$ cat src/rtl/ckb_pkg.sv
// ----------------------------------------------------------------------------
// ckb_pkg
// Shared types and constants of the color keyed image blit core.
// ----------------------------------------------------------------------------
package ckb_pkg;

	// register indexes of the configuration port
	localparam logic [2:0] REG_SCREEN_WIDTH  = 3'd0;
	localparam logic [2:0] REG_SCREEN_HEIGHT = 3'd1;
	localparam logic [2:0] REG_LINE_STRIDE   = 3'd2;
	localparam logic [2:0] REG_DEST_X        = 3'd3;
	localparam logic [2:0] REG_DEST_Y        = 3'd4;
	localparam logic [2:0] REG_IMAGE_WIDTH   = 3'd5;
	localparam logic [2:0] REG_IMAGE_HEIGHT  = 3'd6;

	localparam int CFG_IDX_W  = 3;
	localparam int CFG_DATA_W = 16;

	// field widths
	localparam int DIM_W   = 13;
	localparam int PITCH_W = 14;
	localparam int POS_W   = 16;
	localparam int COL_W   = 12;
	localparam int ROW_W   = 13;
	localparam int COLOR_W = 32;
	localparam int ADDR_W  = 25;
	localparam int PROD_W  = DIM_W + PITCH_W;

	// largest image dimension, larger values are clamped to it
	localparam logic [DIM_W-1:0] MAX_DIM = 13'd4096;

	// transparent color
	localparam logic [COLOR_W-1:0] KEY_COLOR = 32'h00FF_00FF;

	// queue between front and back
	localparam int QDEPTH = 4;
	localparam int QAW    = $clog2(QDEPTH);
	localparam int QCW    = $clog2(QDEPTH + 1);

	// configuration register set
	typedef struct packed {
		logic [DIM_W-1:0]   screen_width;
		logic [DIM_W-1:0]   screen_height;
		logic [PITCH_W-1:0] line_stride;
		logic [POS_W-1:0]   dest_x;
		logic [POS_W-1:0]   dest_y;
		logic [DIM_W-1:0]   image_width;
		logic [DIM_W-1:0]   image_height;
	} cfg_t;

	// one visible pixel, already clipped, waiting for its address
	typedef struct packed {
		logic [DIM_W-1:0]   row_pos;
		logic [DIM_W-1:0]   col_pos;
		logic [COLOR_W-1:0] color;
	} entry_t;

	// clamp an image dimension to the largest one supported
	function automatic logic [DIM_W-1:0] clamp_dim(input logic [DIM_W-1:0] v);
		return (v > MAX_DIM) ? MAX_DIM : v;
	endfunction

endpackage

$ cat src/rtl/ckb_front.sv
// ----------------------------------------------------------------------------
// ckb_front
// Tracks the pixel position in the image, clips it to the screen and drops
// keyed pixels; visible pixels go into the queue.
// ----------------------------------------------------------------------------
module ckb_front (
	input  logic                          clk,
	input  logic                          arst_n,
	input  ckb_pkg::cfg_t                 cfg,
	input  logic                          accept,
	input  logic [ckb_pkg::COLOR_W-1:0]   pixel_color,
	input  logic                          first_pixel,
	output logic                          entry_valid,
	output ckb_pkg::entry_t               entry
);

	logic [ckb_pkg::COL_W-1:0] col_q;
	logic [ckb_pkg::ROW_W-1:0] row_q;

	logic [ckb_pkg::DIM_W-1:0] width_eff;
	logic [ckb_pkg::DIM_W-1:0] height_eff;
	logic [ckb_pkg::COL_W-1:0] col_cur;
	logic [ckb_pkg::ROW_W-1:0] row_cur;
	logic                      in_image;
	logic signed [ckb_pkg::POS_W:0] pos_x;
	logic signed [ckb_pkg::POS_W:0] pos_y;
	logic                      inside_x;
	logic                      inside_y;
	logic                      row_end;

	// current position, a first pixel restarts at the origin
	always_comb begin
		width_eff  = ckb_pkg::clamp_dim(cfg.image_width);
		height_eff = ckb_pkg::clamp_dim(cfg.image_height);
		col_cur    = first_pixel ? '0 : col_q;
		row_cur    = first_pixel ? '0 : row_q;
		in_image   = (width_eff != '0) && (row_cur < height_eff);
		row_end    = ({1'b0, col_cur} + 13'd1) >= width_eff;
	end

	// screen position and clipping
	always_comb begin
		pos_x = $signed({cfg.dest_x[ckb_pkg::POS_W-1], cfg.dest_x})
			+ $signed({5'd0, col_cur});
		pos_y = $signed({cfg.dest_y[ckb_pkg::POS_W-1], cfg.dest_y})
			+ $signed({4'd0, row_cur});
		inside_x = !pos_x[ckb_pkg::POS_W]
			&& (pos_x[ckb_pkg::POS_W-1:0] < {3'd0, cfg.screen_width});
		inside_y = !pos_y[ckb_pkg::POS_W]
			&& (pos_y[ckb_pkg::POS_W-1:0] < {3'd0, cfg.screen_height});
	end

	// queue entry for a visible pixel
	always_comb begin
		entry_valid   = accept && in_image && inside_x && inside_y
			&& (pixel_color != ckb_pkg::KEY_COLOR);
		entry.row_pos = pos_y[ckb_pkg::DIM_W-1:0];
		entry.col_pos = pos_x[ckb_pkg::DIM_W-1:0];
		entry.color   = pixel_color;
	end

	// column and row counters
	always_ff @(posedge clk or negedge arst_n) begin
		if (!arst_n) begin
			col_q <= '0;
			row_q <= '0;
		end else if (accept) begin
			if (!in_image) begin
				col_q <= col_cur;
				row_q <= row_cur;
			end else if (row_end) begin
				col_q <= '0;
				row_q <= row_cur + 13'd1;
			end else begin
				col_q <= col_cur + 12'd1;
				row_q <= row_cur;
			end
		end
	end

endmodule

$ cat src/rtl/ckb_queue.sv
// ----------------------------------------------------------------------------
// ckb_queue
// Short first-in first-out queue of clipped pixels between front and back.
// ----------------------------------------------------------------------------
module ckb_queue (
	input  logic            clk,
	input  logic            arst_n,
	input  logic            wr_en,
	input  ckb_pkg::entry_t wr_data,
	input  logic            rd_en,
	output ckb_pkg::entry_t rd_data,
	output logic            full,
	output logic            not_empty
);

	ckb_pkg::entry_t mem_q [ckb_pkg::QDEPTH];

	logic [ckb_pkg::QAW-1:0] wr_ptr_q;
	logic [ckb_pkg::QAW-1:0] rd_ptr_q;
	logic [ckb_pkg::QCW-1:0] count_q;

	assign full      = (count_q == ckb_pkg::QCW'(ckb_pkg::QDEPTH));
	assign not_empty = (count_q != '0);
	assign rd_data   = mem_q[rd_ptr_q];

	// storage
	always_ff @(posedge clk) begin
		if (wr_en) begin
			mem_q[wr_ptr_q] <= wr_data;
		end
	end

	// pointers and fill count
	always_ff @(posedge clk or negedge arst_n) begin
		if (!arst_n) begin
			wr_ptr_q <= '0;
			rd_ptr_q <= '0;
			count_q  <= '0;
		end else begin
			if (wr_en) begin
				wr_ptr_q <= wr_ptr_q + 1'b1;
			end
			if (rd_en) begin
				rd_ptr_q <= rd_ptr_q + 1'b1;
			end
			case ({wr_en, rd_en})
				2'b10:   count_q <= count_q + 1'b1;
				2'b01:   count_q <= count_q - 1'b1;
				default: count_q <= count_q;
			endcase
		end
	end

endmodule

$ cat src/rtl/ckb_back.sv
// ----------------------------------------------------------------------------
// ckb_back
// Turns a clipped pixel into a framebuffer write: multiplies the row by the
// pitch, then adds the column in the output register.
// ----------------------------------------------------------------------------
module ckb_back (
	input  logic                        clk,
	input  logic                        arst_n,
	input  logic [ckb_pkg::PITCH_W-1:0] line_stride,
	input  logic                        entry_valid,
	input  ckb_pkg::entry_t             entry,
	output logic                        entry_take,
	input  logic                        pop,
	output logic                        empty,
	output logic [ckb_pkg::ADDR_W-1:0]  write_address,
	output logic [ckb_pkg::COLOR_W-1:0] write_data
);

	logic                        valid_s1;
	logic [ckb_pkg::ADDR_W-1:0]  prod_s1;
	logic [ckb_pkg::DIM_W-1:0]   col_s1;
	logic [ckb_pkg::COLOR_W-1:0] color_s1;

	logic                        valid_s2;
	logic [ckb_pkg::ADDR_W-1:0]  addr_s2;
	logic [ckb_pkg::COLOR_W-1:0] data_s2;

	logic                        load_s2;
	logic                        load_s1;
	logic [ckb_pkg::PROD_W-1:0]  product;

	// stage enables, each stage moves when the next one has room
	always_comb begin
		load_s2    = !valid_s2 || pop;
		load_s1    = !valid_s1 || load_s2;
		entry_take = load_s1 && entry_valid;
		product    = entry.row_pos * line_stride;
	end

	// stage 1: row times pitch
	always_ff @(posedge clk) begin
		if (load_s1) begin
			prod_s1  <= product[ckb_pkg::ADDR_W-1:0];
			col_s1   <= entry.col_pos;
			color_s1 <= entry.color;
		end
	end

	// stage 2: add column, result waits here until popped
	always_ff @(posedge clk) begin
		if (load_s2) begin
			addr_s2 <= prod_s1 + {{(ckb_pkg::ADDR_W - ckb_pkg::DIM_W){1'b0}}, col_s1};
			data_s2 <= color_s1;
		end
	end

	// stage valid bits
	always_ff @(posedge clk or negedge arst_n) begin
		if (!arst_n) begin
			valid_s1 <= 1'b0;
			valid_s2 <= 1'b0;
		end else begin
			if (load_s1) begin
				valid_s1 <= entry_valid;
			end
			if (load_s2) begin
				valid_s2 <= valid_s1;
			end
		end
	end

	assign empty         = !valid_s2;
	assign write_address = addr_s2;
	assign write_data    = data_s2;

endmodule

$ cat src/rtl/color_keyed_image_blit_core.sv
// ----------------------------------------------------------------------------
// color_keyed_image_blit_core
// Color keyed sprite blit with clipping: one source pixel in, at most one
// framebuffer word write out.
// ----------------------------------------------------------------------------
// Source pixels are pushed in row-major order, one per cycle; first_pixel
// restarts the column and row counters. Each pixel placed inside the screen
// whose color is not 0x00FF00FF yields one write (address = row * line stride
// + column, modulo 2^25), all others yield nothing. The front end classifies
// a pixel in the cycle it is pushed and takes one pixel every cycle while
// full is low; a four entry queue feeds the back end, whose row-times-pitch
// multiplier and column adder form two register stages, the product and
// output registers; writes can be popped one per cycle while empty is low.
// Configuration registers are to be written only while the block is idle
// (not enforced by the block); pixels past the image height are ignored.
// ----------------------------------------------------------------------------
module color_keyed_image_blit_core (
	input  logic                           clk,
	input  logic                           arst_n,
	// configuration write port
	input  logic                           cfg_write,
	input  logic [ckb_pkg::CFG_IDX_W-1:0]  cfg_index,
	input  logic [ckb_pkg::CFG_DATA_W-1:0] cfg_data,
	// pixel input
	input  logic                           push,
	output logic                           full,
	input  logic [ckb_pkg::COLOR_W-1:0]    pixel_color,
	input  logic                           first_pixel,
	// framebuffer writes
	output logic                           empty,
	input  logic                           pop,
	output logic [ckb_pkg::ADDR_W-1:0]     write_address,
	output logic [ckb_pkg::COLOR_W-1:0]    write_data
);

	ckb_pkg::cfg_t   cfg_q;
	ckb_pkg::entry_t front_entry;
	ckb_pkg::entry_t queue_entry;

	logic accept;
	logic front_valid;
	logic queue_not_empty;
	logic queue_take;

	// configuration registers
	always_ff @(posedge clk or negedge arst_n) begin
		if (!arst_n) begin
			cfg_q <= '0;
		end else if (cfg_write) begin
			case (cfg_index)
				ckb_pkg::REG_SCREEN_WIDTH:  cfg_q.screen_width  <= cfg_data[12:0];
				ckb_pkg::REG_SCREEN_HEIGHT: cfg_q.screen_height <= cfg_data[12:0];
				ckb_pkg::REG_LINE_STRIDE:   cfg_q.line_stride   <= cfg_data[13:0];
				ckb_pkg::REG_DEST_X:        cfg_q.dest_x        <= cfg_data;
				ckb_pkg::REG_DEST_Y:        cfg_q.dest_y        <= cfg_data;
				ckb_pkg::REG_IMAGE_WIDTH:   cfg_q.image_width   <= cfg_data[12:0];
				ckb_pkg::REG_IMAGE_HEIGHT:  cfg_q.image_height  <= cfg_data[12:0];
				default:                    cfg_q               <= cfg_q;
			endcase
		end
	end

	// an item is taken whenever the queue has room
	assign accept = push && !full;

	ckb_front u_front (
		.clk         (clk),
		.arst_n      (arst_n),
		.cfg         (cfg_q),
		.accept      (accept),
		.pixel_color (pixel_color),
		.first_pixel (first_pixel),
		.entry_valid (front_valid),
		.entry       (front_entry)
	);

	ckb_queue u_queue (
		.clk       (clk),
		.arst_n    (arst_n),
		.wr_en     (front_valid),
		.wr_data   (front_entry),
		.rd_en     (queue_take),
		.rd_data   (queue_entry),
		.full      (full),
		.not_empty (queue_not_empty)
	);

	ckb_back u_back (
		.clk           (clk),
		.arst_n        (arst_n),
		.line_stride   (cfg_q.line_stride),
		.entry_valid   (queue_not_empty),
		.entry         (queue_entry),
		.entry_take    (queue_take),
		.pop           (pop),
		.empty         (empty),
		.write_address (write_address),
		.write_data    (write_data)
	);

endmodule
$ cat config.mk
export PLATFORM = sky130hd
export DESIGN_NAME = color_keyed_image_blit_core
export DESIGN_NICKNAME = d
export VERILOG_FILES = /design/src/rtl/ckb_pkg.sv /design/src/rtl/ckb_front.sv /design/src/rtl/ckb_queue.sv /design/src/rtl/ckb_back.sv /design/src/rtl/color_keyed_image_blit_core.sv
export SDC_FILE = /design/constraint.sdc
export NUM_CORES = 1
export LEC_CHECK = 0
export ABC_AREA = 1
export BUFFER_PORTS_ARGS = -buffer_cell sky130_fd_sc_hd__buf_2
export CAP_MARGIN = 20
export CORE_UTILIZATION = 54
export DETAILED_ROUTE_END_ITERATION = 10
export PLACE_DENSITY_LB_ADDON = 0.12
export SETUP_SLACK_MARGIN = 0.02
export SYNTH_ARGS = -nofsm -noshare
export SYNTH_HDL_FRONTEND = slang
export SYNTH_SLANG_ARGS = --single-unit
$ cat constraint.sdc
create_clock -name clk -period 6.55 [get_ports clk]
set_clock_uncertainty 0.2 [all_clocks]
set_input_delay 0.655 -clock clk [delete_from_list [all_inputs] [get_ports clk]]
set_output_delay 0.655 -clock clk [all_outputs]
set_load 0.01 [all_outputs]
==> qor.yml, run 1 <==
grt:
  grt_antenna_before_repair: 0
  grt_pass1_vias: 19750
  grt_max_degree: 89
  grt_pass1_wl_um: 105700
  overflow: 0
  grtUsageTotal: 0.2609
final_layout:
  layout_commonest_cell: "nand2_1"
  antenna_cells: 0
  layout-drive-gt1-share: 0.09760
  fin_nets: 3227
  final_cell_mix: "nand2_1 (528), inv_1 (385), edfxtp_1 (359)"
  area_growth_pct: 11.61
detailed_routing:
  num_vias: 19330
  drtAntennaViolNets: 0
  drcViolationCount: 0
  routed_wl_um: 66380
  wire_per_inst_um: 18.48
  drt_iter0_markers: 1400
  dr.pass1.iters: 5
  drt-vias-per-instance: 5.382
cts:
  cts_tree: "built"
  cts_buffers: 51
  htree_levels: 2
  clockRootBuffer: "clkbuf_16"
  post_cts_buffers: 0
  cts_sinks: 491
  insertion_delay_ns: 0.61
  clock_path_buffers: 3
  clkSlewWorstSetupHoldPaths_ns: 0.06
place:
  gp_congestion: 0.9229
  dp_hpwl_um: 47460
  io_buffer_count: 115
setup_path:
  path_max_fanout: 33
  critPathTopFamily: "adder cells"
  path_class: "reg -> reg"
  critical_path_buf_inv_count: 5
  cpPeakStageDelay_ns: 0.55
  cp_data_arrival_time_ns: 6.44
  required_ns: 6.70
  cp_slowest_cell: "fa_1"
  cp-start-kind: "register"
  path_cells: "buf_6 -> nand2_1 -> nand3_1 -> nand2_1 -> nor2_1 -> fa_1 -> inv_1 -> fa_1 -> fa_1 -> inv_1 -> fa_1 -> inv_1 -> fa_1 -> inv_1 -> ha_1 -> nand2_1 -> nor4_1 -> nand4_1 -> nand3_1 -> xor2_1"
  cp-end-kind: "register"
  cp_common_cell: "fa_1"
synth:
  synth.avg_cell_area_um2: 10.05
  ys_warn_count: 0
  async_reset_ff_frac: 0.2688
  synth_nets: 3097
  seq_area_frac_synth: 0.5098
  synth_cell_types: 52
  syn-cell-area_mm2: 0.02763
  synth_edf_count: 359
  syn_inst: 2748
  ys_ff_latch: 491
  yosys_most_used_dff: "edfxtp_1"
die:
  die-width_um: 228.2
  num_rows: 82
  core_area_mm2: 0.05027
  io_pins: 116
  dieArea_mm2: 0.05207
  initial_utilization: 0.5495
  die_h_um: 228.2
worst_hold_path:
  holdCritPathClass: "in -> reg"
sta:
  min_period_ns: 6.281
  tns_ns: 0
  setup_viol: 0
  fin_crit_sh: 0.9589
  slew_violations: 0
  rsz0062_at_grt: "no"
  tightest_slew_ns: 1.005
  finalHoldViolations: 0
  fmax_mhz: 159.2
  relSlewSlack: 0.3297
outcome:
  status: "finished clean"
job:
  maxCapViolCount: 0
[timing repair]
item                       4_1_cts  5_1_grt
resized for setup                0        6
setup endpoints to repair        0        4
hold buffers                     1        0
hold endpoints to repair        67        0
[cell families (layout without fill, tap and decap cells)]
logic type               Yosys count  in the layout  share of synthesized area
flip-flops                       491            491                     0.5098
XOR/XNOR                          93             93                    0.02948
buffers and inverters            475            647                    0.06531
AO/OA/AOI/OAI                    401            401                    0.07785
AND/OR/NAND/NOR                  996            996                     0.1486
adder cells (fa/ha/maj)          292            292                     0.1689
[cells in the mapped netlist (3+ instances only)]
cell | n | share of area
edfxtp_1 | 359 | 0.39
a31oi_1 | 8 | 0.0018
nand3_2 | 3 | 0.0011
nand2_4 | 3 | 0.0012
o22ai_1 | 52 | 0.012
nor2_4 | 3 | 0.0012
o21ai_0 | 224 | 0.041
nand4_1 | 20 | 0.0045
buf_2 | 7 | 0.0013
ha_1 | 157 | 0.071
inv_2 | 7 | 0.00095
a21oi_1 | 93 | 0.017
fa_1 | 135 | 0.098
nand3_1 | 86 | 0.016
nor4_1 | 6 | 0.0014
inv_1 | 385 | 0.052
dfrtp_1 | 132 | 0.12
nand2_2 | 12 | 0.0027
nand2_1 | 532 | 0.072
o211ai_1 | 4 | 0.0011
nor3_1 | 18 | 0.0033
nor2_2 | 17 | 0.0038
clkbuf_1 | 54 | 0.0073
buf_1 | 14 | 0.0019
a22oi_1 | 5 | 0.0014
xnor2_1 | 42 | 0.013
nor2_1 | 287 | 0.039
xor2_1 | 51 | 0.016
clkinv_1 | 5 | 0.00068
[registers in the layout, summed over array words and instances (netlist names)]
name,count
u_back.col_s1,13
u_queue.rd_ptr_q,2
u_queue.mem_q,232
u_back.prod_s1,25
u_back.write_address,25
cfg_q,98
u_queue.count_q,3
u_back.valid_s1,1
u_queue.wr_ptr_q,2
u_front.row_q,13
u_front.col_q,12
u_back.valid_s2,1
u_back.write_data,32
u_back.color_s1,32
[worst paths after layout]
check	startpoint	end	slack (ns)	cells past startpoint
worst max-delay path	u_queue.rd_ptr_q[0]$_DFFE_PN0P_	u_back.prod_s1[21]$_DFFE_PP_	0.27	20
worst min-delay path	pixel_color[22]	u_queue.mem_q[2][22]$_DFFE_PP_	0.07	1
worst max register to register	u_queue.rd_ptr_q[0]$_DFFE_PN0P_	u_back.prod_s1[21]$_DFFE_PP_	0.27	20
worst min register to register	u_back.color_s1[2]$_DFFE_PP_	u_back.write_data[2]$_DFFE_PP_	0.22	0
max in group asynchronous	arst_n	u_queue.count_q[2]$_DFFE_PN0P_	4.43	3
min in group asynchronous	arst_n	cfg_q[8]$_DFFE_PN0P_	0.39	2
[stage by stage]
| stage | std cells | hold WS (ns) | util | area [um^2] | setup WS [ns] |
|---|---|---|---|---|---|
| after floorplan | 2748 | 0.1594 | - | 27630 | 0.4465 |
| after global placement | 3496 | 0.2006 | 0.5792 | 29120 | 0.2932 |
| after detailed placement | 3496 | 0.2045 | 0.5792 | 29120 | 0.2466 |
| after CTS | 3592 | 0.03930 | 0.6131 | 30820 | 0.2462 |
| after global routing | 3592 | 0.05131 | 0.6133 | 30830 | 0.03743 |
| final | 3592 | 0.07453 | 0.6133 | 30830 | 0.2693 |
[metal layers]
layer | GRT usage | part of all wire
met1 | 0.3427 | 0.44
met2 | 0.4552 | 0.49
met3 | 0.02925 | 0.039
met4 | 0.07865 | 0.027
met5 | 0 | 0
[layout make-up]
| cell class | count | area (um^2) |
|---|---|---|
| multi-input cells | 1782 | 11780 |
| flip-flops and latches | 491 | 14090 |
| clock buffers | 62 | 1328 |
| inverters | 397 | 1493 |
| well taps | 672 | 840.8 |
| clock inverters | 33 | 366.6 |
| fillers | 4191 | 19440 |
| repair buffers | 155 | 938.4 |
Power of run 1 is not shown: default switching activity piles up to over one toggle a cycle in this logic, so the estimate is an artifact.
==> run 2, diff against run 1 <==
--- a/config.mk
+++ b/config.mk
@@ -10,6 +10,7 @@
 export CAP_MARGIN = 20
 export CORE_UTILIZATION = 54
 export DETAILED_ROUTE_END_ITERATION = 10
+export HOLD_SLACK_MARGIN = 0.15
 export PLACE_DENSITY_LB_ADDON = 0.12
 export SETUP_SLACK_MARGIN = 0.02
 export SYNTH_ARGS = -nofsm -noshare
==> qor.yml, run 2 (synthesized netlist as in run 1, its figures left out) <==
outcome:
  status: "finished clean"
setup_path:
  rr_endpoint: "u_back.prod_s1[21]$_DFFE_PP_"
  cpPeakStageDelay_ns: 0.55
  crit_start: "u_queue.rd_ptr_q[0]$_DFFE_PN0P_"
  required_ns: 6.70
  cp_common_cell: "fa_1"
  path_cells: "buf_6 -> nand2_1 -> nand3_1 -> nand2_1 -> nor2_1 -> fa_1 -> inv_1 -> fa_1 -> fa_1 -> inv_1 -> fa_1 -> inv_1 -> fa_1 -> inv_1 -> ha_1 -> nand2_1 -> nor4_1 -> nand4_1 -> nand3_1 -> xor2_1"
  cp_slowest_cell: "fa_1"
  reg2reg_setup_slack_ns: 0.25
  rr_worst_depth: 20
  critical_path_buf_inv_count: 5
  path_class: "reg -> reg"
  cp-start-kind: "register"
  cp_data_arrival_time_ns: 6.46
  path_max_fanout: 33
  critPathTopFamily: "adder cells"
  cp-end-kind: "register"
  regToRegStartpoint: "u_queue.rd_ptr_q[0]$_DFFE_PN0P_"
final_layout:
  largest_register: "u_queue.mem_q"
  area_growth_pct: 12.77
  top_regs: "u_queue.mem_q (232), cfg_q (98)"
  layout_commonest_cell: "nand2_1"
  antenna_cells: 0
  layout-drive-gt1-share: 0.09654
  final_cell_mix: "nand2_1 (528), inv_1 (385), edfxtp_1 (359)"
  largest_reg_flops: 232
  fillCellCount: 4162
  fin_nets: 3259
grt:
  grt_util_met1: 0.3443
  grt_antenna_before_repair: 0
  grt_pass1_vias: 19940
  grt_pass1_wl_um: 106500
  grtUsageTotal: 0.2629
  grt_util_met2: 0.4604
  top_usage_layer: "met2"
  grt_use_met3: 0.02913
  overflow: 0
  grt_max_degree: 89
die:
  core_area_mm2: 0.05027
  die_h_um: 228.2
  die-width_um: 228.2
  num_rows: 82
  io_pins: 116
  initial_utilization: 0.5495
  dieArea_mm2: 0.05207
worst_hold_path:
  min_to: "u_back.write_data[2]$_DFFE_PP_"
  hold_depth: 0
  holdCritPathClass: "reg -> reg"
  worstHoldStart: "u_back.color_s1[2]$_DFFE_PP_"
cts:
  insertion_delay_ns: 0.61
  clock_path_buffers: 3
  clkSlewWorstSetupHoldPaths_ns: 0.06
  cts_buffers: 51
  cts_tree: "built"
  clockRootBuffer: "clkbuf_16"
  cts_sinks: 491
  htree_levels: 2
detailed_routing:
  drcViolationCount: 0
  drt_iter0_markers: 1387
  drtAntennaViolNets: 0
  wire_per_inst_um: 18.48
  routed_wl_um: 66970
  dr.pass1.iters: 5
  num_vias: 19460
  drt-vias-per-instance: 5.369
sta:
  setup_viol: 0
  slew_violations: 0
  tightest_slew_ns: 1.039
  tns_ns: 0
  finalHoldViolations: 0
  fmax_mhz: 158.7
  min_period_ns: 6.301
  rsz0062_at_grt: "no"
  relSlewSlack: 0.3070
  fin_crit_sh: 0.9620
place:
  gp_congestion: 0.9229
  io_buffer_count: 115
  dp_hpwl_um: 47460
job:
  maxCapViolCount: 0
[run 2: worst max-delay path by stage]
stage | to | slack [ns] | cells after the start
3_5_place_dp | u_back.prod_s1[21]$_DFFE_PP_ | 0.25 | 19
6_report | u_back.prod_s1[21]$_DFFE_PP_ | 0.25 | 20
5_1_grt | u_back.prod_s1[20]$_DFFE_PP_ | 0.04 | 25
4_1_cts | u_back.prod_s1[21]$_DFFE_PP_ | 0.25 | 19
2_1_floorplan | u_back.prod_s1[18]$_DFFE_PP_ | 0.45 | 27
3_3_place_gp | u_back.prod_s1[21]$_DFFE_PP_ | 0.29 | 20
[run 2: stage by stage]
stage                     instances  setup slack [ns]  hold slack, ns  utilization  cell area [um^2]
after floorplan                2748            0.4465          0.1594            -             27630
after global placement         3496            0.2932          0.2006       0.5792             29120
after detailed placement       3496            0.2466          0.2045       0.5792             29120
after CTS                      3624            0.2462          0.2110       0.6194             31140
after global routing           3624           0.03743          0.2202       0.6197             31150
final                          3624            0.2486          0.2185       0.6197             31150
[run 2: per-layer routing]
layer  vias to the layer above  part of all wire  wire [um]
li1                       9378                 -          -
met1                      9514              0.44      29590
met2                       480              0.49      32970
met3                        86             0.041       2724
met4                         0             0.025       1681
met5                         -                 0          0
[run 2: repair_timing]
action	4_1_cts	5_1_grt
resized for setup	0	6
hold buffers	33	0
hold endpoints to repair	195	0
setup endpoints to repair	0	4
setup buffers	0	0
[run 2: cell type report]
type                            count  area, um^2  area share
Clock buffer                       62        1328     0.04261
Clock inverter                     33       366.6     0.01177
Inverter                          397        1493     0.04791
Multi-Input combinational cell   1782       11780      0.3782
Sequential cell                   491       14090      0.4522
Tap cell                          672       840.8     0.02699
Timing Repair Buffer              187        1259     0.04040
Power of run 2 is left out for the same reason.
